--- src/rtl/core/mkd_pkg.sv ---
// shared types and constants for the key edge and long press detector
`default_nettype none
package mkd_pkg;
	localparam int KEY_W            = 8;
	localparam int TIME_W           = 32;
	localparam int LPT_W            = 16;
	localparam int CFG_DATA_W       = 16;
	localparam int CFG_IDX_W        = 1;
	localparam int NUM_KEYS_DEFAULT = 8;

	localparam logic [LPT_W-1:0] LPT_RESET  = 16'd1000;
	localparam logic [KEY_W-1:0] MASK_RESET = 8'hC0;

	typedef enum logic [CFG_IDX_W-1:0] {
		REG_LONG_PRESS_TIME  = 1'b0,
		REG_FORCED_HIGH_MASK = 1'b1
	} cfg_reg_t;

	typedef struct packed {
		logic changed;
		logic rise;
		logic fall;
		logic long_press;
	} key_evt_t;
endpackage
`default_nettype wire

--- src/rtl/core/mkd_key_cell.sv ---
// per-key edge, push and long press tracking
`default_nettype none
module mkd_key_cell
	import mkd_pkg::*;
(
	input  wire logic              clk,
	input  wire logic              arst_n,
	input  wire logic              step,
	input  wire logic              level,
	input  wire logic [TIME_W-1:0] now_ms,
	input  wire logic [LPT_W-1:0]  long_press_time,
	output key_evt_t               evt
);
	logic              prev_q;
	logic              pushed_q;
	logic              long_q;
	logic [TIME_W-1:0] start_q;
	logic [TIME_W-1:0] held;

	always_comb begin
		held           = now_ms - start_q;
		evt.changed    = level ^ prev_q;
		evt.rise       = evt.changed & level;
		evt.fall       = evt.changed & ~level & ~pushed_q;
		evt.long_press = ~evt.changed & ~level & pushed_q & ~long_q
			& (held > {{(TIME_W-LPT_W){1'b0}}, long_press_time});
	end

	always_ff @(posedge clk or negedge arst_n) begin
		if (!arst_n) begin
			prev_q   <= 1'b1;
			pushed_q <= 1'b0;
			long_q   <= 1'b0;
		end else if (step) begin
			prev_q <= level;
			if (evt.rise) begin
				pushed_q <= 1'b0;
			end else if (evt.fall) begin
				pushed_q <= 1'b1;
			end
			if (~evt.changed & level) begin
				long_q <= 1'b0;
			end else if (evt.long_press) begin
				long_q <= 1'b1;
			end
		end
	end

	// start time is only read while pushed, and pushed is set when it is written
	always_ff @(posedge clk) begin
		if (step && evt.fall) begin
			start_q <= now_ms;
		end
	end
endmodule
`default_nettype wire

--- src/rtl/core/multi_key_edge_long_press_detector.sv ---
// Multi-key edge and long press detector.
// Scan channel: scan_valid / scan_stall with key_levels and time_now_ms.
// Each request is one scan of eight key levels plus a millisecond timestamp.
// Event channel: event_valid / event_stall with changed, long press, rise and
// fall masks, one result per scan, in scan order.
// Configuration: cfg_wr_en, cfg_index, cfg_data; index 0 is the long press
// time in ms, index 1 the mask of keys that always read high. Write only
// while no scan is in flight.
// Each accepted scan is held in the input register; its events are computed
// from it in the key cells and stored in the result register, which drives
// the event channel. Throughput: one scan per cycle while the receiver does
// not stall; the per-key state update in the key cells is the only loop.
// The input register and the result register act as a two-entry pipeline:
// a new scan is taken while a finished result waits, and scan_stall rises
// only when both are full and the receiver stalls.
// Reset: all keys read as previously high, no key pushed, no long press
// marked, long press time 1000 ms, keys 6 and 7 forced high, pipeline empty.
`default_nettype none
module multi_key_edge_long_press_detector
	import mkd_pkg::*;
#(
	parameter int NUM_KEYS = NUM_KEYS_DEFAULT
) (
	input  wire logic                  clk,
	input  wire logic                  arst_n,
	input  wire logic                  scan_valid,
	output logic                       scan_stall,
	input  wire logic [KEY_W-1:0]      key_levels,
	input  wire logic [TIME_W-1:0]     time_now_ms,
	output logic                       event_valid,
	input  wire logic                  event_stall,
	output logic [KEY_W-1:0]           changed_mask,
	output logic [KEY_W-1:0]           long_press_mask,
	output logic [KEY_W-1:0]           rise_mask,
	output logic [KEY_W-1:0]           fall_mask,
	input  wire logic                  cfg_wr_en,
	input  wire logic [CFG_IDX_W-1:0]  cfg_index,
	input  wire logic [CFG_DATA_W-1:0] cfg_data
);
	logic [LPT_W-1:0]  long_press_time_q;
	logic [KEY_W-1:0]  forced_high_q;
	logic              valid_s1;
	logic [KEY_W-1:0]  key_levels_s1;
	logic [TIME_W-1:0] time_s1;
	logic              valid_s2;
	logic [KEY_W-1:0]  changed_s2;
	logic [KEY_W-1:0]  long_s2;
	logic [KEY_W-1:0]  rise_s2;
	logic [KEY_W-1:0]  fall_s2;
	logic              advance;
	logic              step;
	logic [KEY_W-1:0]  levels;
	key_evt_t          evt [KEY_W];

	always_ff @(posedge clk or negedge arst_n) begin
		if (!arst_n) begin
			long_press_time_q <= LPT_RESET;
			forced_high_q     <= MASK_RESET;
		end else if (cfg_wr_en) begin
			unique case (cfg_reg_t'(cfg_index))
				REG_LONG_PRESS_TIME:  long_press_time_q <= cfg_data[LPT_W-1:0];
				REG_FORCED_HIGH_MASK: forced_high_q     <= cfg_data[KEY_W-1:0];
				default: ;
			endcase
		end
	end

	assign advance    = ~valid_s2 | ~event_stall;
	assign step       = valid_s1 & advance;
	assign scan_stall = valid_s1 & ~advance;
	assign levels     = key_levels_s1 | forced_high_q;

	always_ff @(posedge clk or negedge arst_n) begin
		if (!arst_n) begin
			valid_s1 <= 1'b0;
			valid_s2 <= 1'b0;
		end else begin
			if (~scan_stall) begin
				valid_s1 <= scan_valid;
			end
			if (advance) begin
				valid_s2 <= valid_s1;
			end
		end
	end

	always_ff @(posedge clk) begin
		if (scan_valid && !scan_stall) begin
			key_levels_s1 <= key_levels;
			time_s1       <= time_now_ms;
		end
	end

	for (genvar g = 0; g < KEY_W; g++) begin : g_key
		if (g < NUM_KEYS) begin : g_used
			mkd_key_cell u_cell (
				.clk             (clk),
				.arst_n          (arst_n),
				.step            (step),
				.level           (levels[g]),
				.now_ms          (time_s1),
				.long_press_time (long_press_time_q),
				.evt             (evt[g])
			);
		end else begin : g_unused
			// no pin: always high, never an event
			assign evt[g] = '0;
		end
	end

	always_ff @(posedge clk) begin
		if (step) begin
			for (int i = 0; i < KEY_W; i++) begin
				changed_s2[i] <= evt[i].changed;
				long_s2[i]    <= evt[i].long_press;
				rise_s2[i]    <= evt[i].rise;
				fall_s2[i]    <= evt[i].fall;
			end
		end
	end

	assign event_valid     = valid_s2;
	assign changed_mask    = changed_s2;
	assign long_press_mask = long_s2;
	assign rise_mask       = rise_s2;
	assign fall_mask       = fall_s2;
endmodule
`default_nettype wire

--- config.mk ---
export PLATFORM = sky130hd
export DESIGN_NAME = multi_key_edge_long_press_detector
export DESIGN_NICKNAME = d
export VERILOG_FILES = /design/src/rtl/core/mkd_pkg.sv /design/src/rtl/core/mkd_key_cell.sv /design/src/rtl/core/multi_key_edge_long_press_detector.sv
export SDC_FILE = /design/constraint.sdc
export NUM_CORES = 1
export LEC_CHECK = 0
export BUFFER_PORTS_ARGS = -buffer_cell sky130_fd_sc_hd__buf_2
export CAP_MARGIN = 20
export CORE_MARGIN = 2
export CORE_UTILIZATION = 60
export CTS_BUF_LIST = sky130_fd_sc_hd__clkbuf_16
export CTS_CLUSTER_SIZE = 8
export DETAILED_ROUTE_END_ITERATION = 6
export PLACE_DENSITY_LB_ADDON = 0.3
export SLEW_MARGIN = 40
export SYNTH_ARGS = -nofsm -noshare
export SYNTH_HDL_FRONTEND = slang
export SYNTH_SLANG_ARGS = --single-unit
--- constraint.sdc ---
create_clock -name clk -period 15 [get_ports clk]
set_clock_uncertainty 0.05 [all_clocks]
set_input_delay 3 -clock clk [delete_from_list [all_inputs] [get_ports clk]]
set_output_delay 3 -clock clk [all_outputs]
set_load 0.1 [all_outputs]
After elaboration in Yosys (flattened, before gate mapping) --
Index checks and enable logic that the tools add are counted.
Word-level totals: bits of input ports 62, bits in registers 378, word-level logic and storage cells 246
Operators by class: $lt $le $gt $ge 8, bitwise logic cells 112, reduce and logical (&&, ||, !) cells 44, multiplexer cells 32, add/sub/neg operators 8
Operators by type and width (count):
- greater-than comparator 32 x 16 -> 1 bit | 8
- subtractor 32 bit | 8
- AND 1 bit | 66
- inverter 1 bit | 36
- AND reduction 2 bit | 18
- 2-to-1 mux 1 bit | 32
- nonzero test 2 bit | 16
- logical AND 1 bit | 9
- bitwise OR 8 bit | 1
- bitwise XOR 1 bit | 8
- zero test 1 bit | 1
- bitwise OR 1 bit | 1

Logic depth before layout (Yosys ltp) --
depth after elaboration 9, depth in mapped cells 23, mapped depth without buffers 23

Modules after synthesis --
Synthesis repeated with hierarchy kept, for this count alone.
Unflattened totals: cells, all modules 3606, area total of the unflattened synthesis 32879.0 um2
By module, submodules not included:
- mkd_key_cell at g_key[3].g_used.u_cell ... | times used 4, cells each 436, area an instance 3741.1 um2
- mkd_key_cell at g_key[2].g_used.u_cell | times used 1, cells each 441, area an instance 3728.6 um2
- mkd_key_cell at g_key[7].g_used.u_cell | times used 1, cells each 429, area an instance 3698.5 um2
- mkd_key_cell at g_key[1].g_used.u_cell | times used 1, cells each 439, area an instance 3662.3 um2
- mkd_key_cell at g_key[0].g_used.u_cell | times used 1, cells each 413, area an instance 3572.2 um2
- multi_key_edge_long_press_detector | times used 1, cells each 140, area an instance 3253.1 um2

Least setup slack after synthesis --
OpenSTA, ideal clock, no wires.
path type in2out, start in event_stall, end out scan_stall, arrival 3.745 ns, stages 2, path slack 8.205 ns, path buffers 0, path through nand3_1 -> inv_1
Between the ends: longest elaborated chain between the ends 4
Ends and longest elaborated chain:
- start: declaration | RTL line multi_key_edge_long_press_detector.sv:31 | input wire logic event_stall,
- inverter 1 bit | RTL line multi_key_edge_long_press_detector.sv:68 | assign advance = ~valid_s2 | ~event_stall;
- bitwise OR 1 bit | RTL line multi_key_edge_long_press_detector.sv:68
- inverter 1 bit | RTL line multi_key_edge_long_press_detector.sv:70 | assign scan_stall = valid_s1 & ~advance;
- AND 1 bit | RTL line multi_key_edge_long_press_detector.sv:70
- end: declaration | RTL line multi_key_edge_long_press_detector.sv:27 | output logic scan_stall,
No other way between the ends.

Final worst setup path --
Ends and elaborated chain as after synthesis.

==> flow_summary.toml <==
[power]
cellLeakagePower_nw = 15.0
ir_drop_v = 0.000113
p_int_mw = 2.27
p_per_area_nw_per_um2 = 104
seqPwrFrac_pct = 36.6
power_switching_mw = 1.19
combPwrFrac_pct = 31.0
swShare_pct = 34.5
p_clk_share_pct = 32.4

[worst_setup_path]
cp-start-kind = "input port"
crit_slowest_cell = "buf_2"
reg2reg_slack_ps = 8480
r2r-start = "time_s1[1]$_DFFE_PP_"
required_ps = 11950
cp_num_buf_inv = 3
cpPeakStageDelay_ps = 420
cp-end-kind = "primary output"
reg2reg_depth = 21
cp_max_fo = 3
cpMostUsedCell = "buf_2"
cp_top_family = "buffers and inverters"
r2r_end = "long_press_mask[2]$_DFFE_PP_"
worstPathCellList = "buf_2 -> nand3_1 -> inv_1 -> buf_2"
crit_arrival_ps = 3690
crit_type = "in -> out"

[min_path]
hp-class = "reg -> reg"
hold_depth = 2
worstHoldStart = "g_key[5].g_used.u_cell.long_q$_DFFE_PN0P_"
whs_endpoint = "g_key[5].g_used.u_cell.long_q$_DFFE_PN0P_"

[layout]
diodes = 0
drive_gt1_share_pct = 8.04
nets = 3830
final_cell_area_um2 = 33400
syn_to_final_growth_pct = 9.89
fillers = 4053

[run_status]
status = "finished, final reports clean"

[sta]
finalSetupViolations = 0
tightest_slew_ps = 834
tns_ps = 0
hold_viol_final = 0
fmax_ghz = 0.148
slew_violations = 0
period_needed_ps = 6740
holdWs_ps = 423
setup_ws_ps = 8260
period_share_pct = 44.9
rsz0062_at_grt = "no"
slew-limit-headroom_pct = 44.3

[cts]
path_clk_slew_ps = 50
post-cts-setup-buffers = 0
cts_buffers = 54
htree_levels = 2
cts_buffer_depth = 3
clock_sinks = 378
root_buffer = "clkbuf_16"
insertion_delay_ps = 630
cts_hold_buffers = 0
cts_tree = "yes"
cts-resized-gates = 0

[placement]
post_dp_cell_area_um2 = 31800
dp_hpwl_um = 63600
gp_congestion = 0.914
dp_slack_ps = 8260
io_buffers = 95

[yosys]
synthDistinctLibCells = 94
netlist_area_um2 = 30400
synthCells = 3221
synth_nets = 3699
syn_area_per_cell_um2 = 9.44
synth_warnings = 0
synth_edf_count = 328
synth_flop_cell = "edfxtp_1"
ys_async_sr_fraction_pct = 13.2
ys_ff_latch = 378
synth-seq-area-share_pct = 36.6

[floorplan]
fp.dieH_um = 229
row_count = 82
io_pins = 96
die_x_um = 229
coreArea_um2 = 50100
initial_core_util_pct = 60.7
dieArea_um2 = 52500

[routing]
vias = 25700
drt_iter0_markers = 2220
final_antenna_net_count = 0
via_per_inst = 6.32
drtPass1Iterations = 5
drt-total-wl_um = 87400
wire_per_inst_um = 21.5
drcViolationCount = 0

[global_route]
gr-total-overflow = 0
grt_pass1_vias = 24800
grt_max_degree = 51
grtUsageTotal_pct = 32.8
antenna_found_initial = 5
grt_pass1_wl_um = 135000

[job]
drv_cap = 0
## flip-flops by register name (all words and copies together), names as in the netlist
register / cells
g_key.g_used.u_cell.long_q: 8
long_press_mask: 8
g_key.g_used.u_cell.start_q: 256
key_levels_s1: 8
long_press_time_q: 16
event_valid: 1
time_s1: 32
rise_mask: 8
g_key.g_used.u_cell.pushed_q: 8
changed_mask: 8
valid_s1: 1
forced_high_q: 8
fall_mask: 8
g_key.g_used.u_cell.prev_q: 8
## kinds of logic after synthesis
kind of cell    Yosys count  share of synthesized area (%)
compound gates          959                           20.7
xor+xnor                178                           5.19
fa+ha+maj               416                           17.3
buf+inv                 432                           5.42
flops                   378                           36.6
mux                      34                           1.18
simple gates            824                           13.6
## per-layer routing
layer	routed length [µm]	GRT usage [%]
met4	4190	15.3
met2	40000	53.8
met3	6200	4.28
met5	25	0
met1	37000	43.4
## per-stage QoR
step | power [mW] | cells | utilization (%)
after global routing | 3.63 | 4068 | 66.8
after detailed placement | 2.34 | 3968 | 63.6
after floorplan | 2.05 | 3221 | -
after global placement | 2.30 | 3968 | 63.6
after CTS | 3.46 | 4068 | 66.7
final | 3.46 | 4068 | 66.8
## cell usage in the layout, fill, tap and decap left out, drive strengths merged, types with 20 or more instances in the layout
master,instances
ha,408
inv,398
edfxtp,328
a21oi,270
nand2,222
nor2,184
o21ai,183
buf,151
a21o,150
xnor2,113
nand4,72
nor2b,70
xor2,65
nand3,57
clkbuf,54
o21a,50
a211oi,43
and3,40
nand2b,36
nor3,34
dfrtp,34
a31oi,31
o21bai,30
o211ai,29
o31ai,21
and2,20
## power groups by stage
stage	Clock [mW]	Combinational, mW	Sequential (mW)
2_1_floorplan	0	0.684	1.37
3_5_place_dp	0	1.05	1.29
6_report	1.12	1.08	1.27
5_1_grt	1.18	1.18	1.27
3_3_place_gp	0	1.02	1.28
4_1_cts	1.14	1.06	1.27
## how the worst max path moves through the flow
stage | startpoint | slack, ps | endpoint | cells past startpoint
4_1_cts | event_stall | 8260 | scan_stall | 4
6_report | event_stall | 8260 | scan_stall | 4
2_1_floorplan | event_stall | 8210 | scan_stall | 2
5_1_grt | time_s1[1]$_DFFE_PP_ | 7800 | long_press_mask[2]$_DFFE_PP_ | 21
3_5_place_dp | event_stall | 8260 | scan_stall | 4
3_3_place_gp | event_stall | 8240 | scan_stall | 4
## synthesized netlist by cell type (19+ instances only)
library cell  number  area (µm²)
ha_1             408        5100
inv_1            356        1340
xor2_1            64         561
a31oi_1           30         188
o21bai_1          30         225
nand4_1           72         450
nand2b_1          35         219
mux2i_1           19         190
dfrtp_1           34         851
xnor2_1          113         990
a211oi_1          43         323
nand2_1          222         833
clkbuf_1          66         248
and3_1            40         250
nor3_1            34         170
o21a_1            50         375
a21oi_1          266        1330
nor2_1           184         691
a21o_1           150        1130
nand3_1           57         285
nor2b_1           70         438
o31ai_1           20         150
o211ai_1          29         218
o21ai_0          175         876
edfxtp_1         328        9850
## worst min-delay path, stage by stage, from the launching register on
cell,delay (ps)
dfrtp_1,340
nand2_1,50
o41ai_1,50
## final cells by class
cell class | instances | area (µm²) | share of cell area [%]
timing repair buffer | 151 | 896 | 2.68
multi-input combinational | 2411 | 17700 | 52.8
sequential | 378 | 11100 | 33.3
inverter | 356 | 1340 | 4.00
clock buffer | 54 | 1350 | 4.04
tap | 672 | 841 | 2.52
clock inverter | 46 | 224 | 0.670
Note: power is estimated with default switching activity, not from simulation.
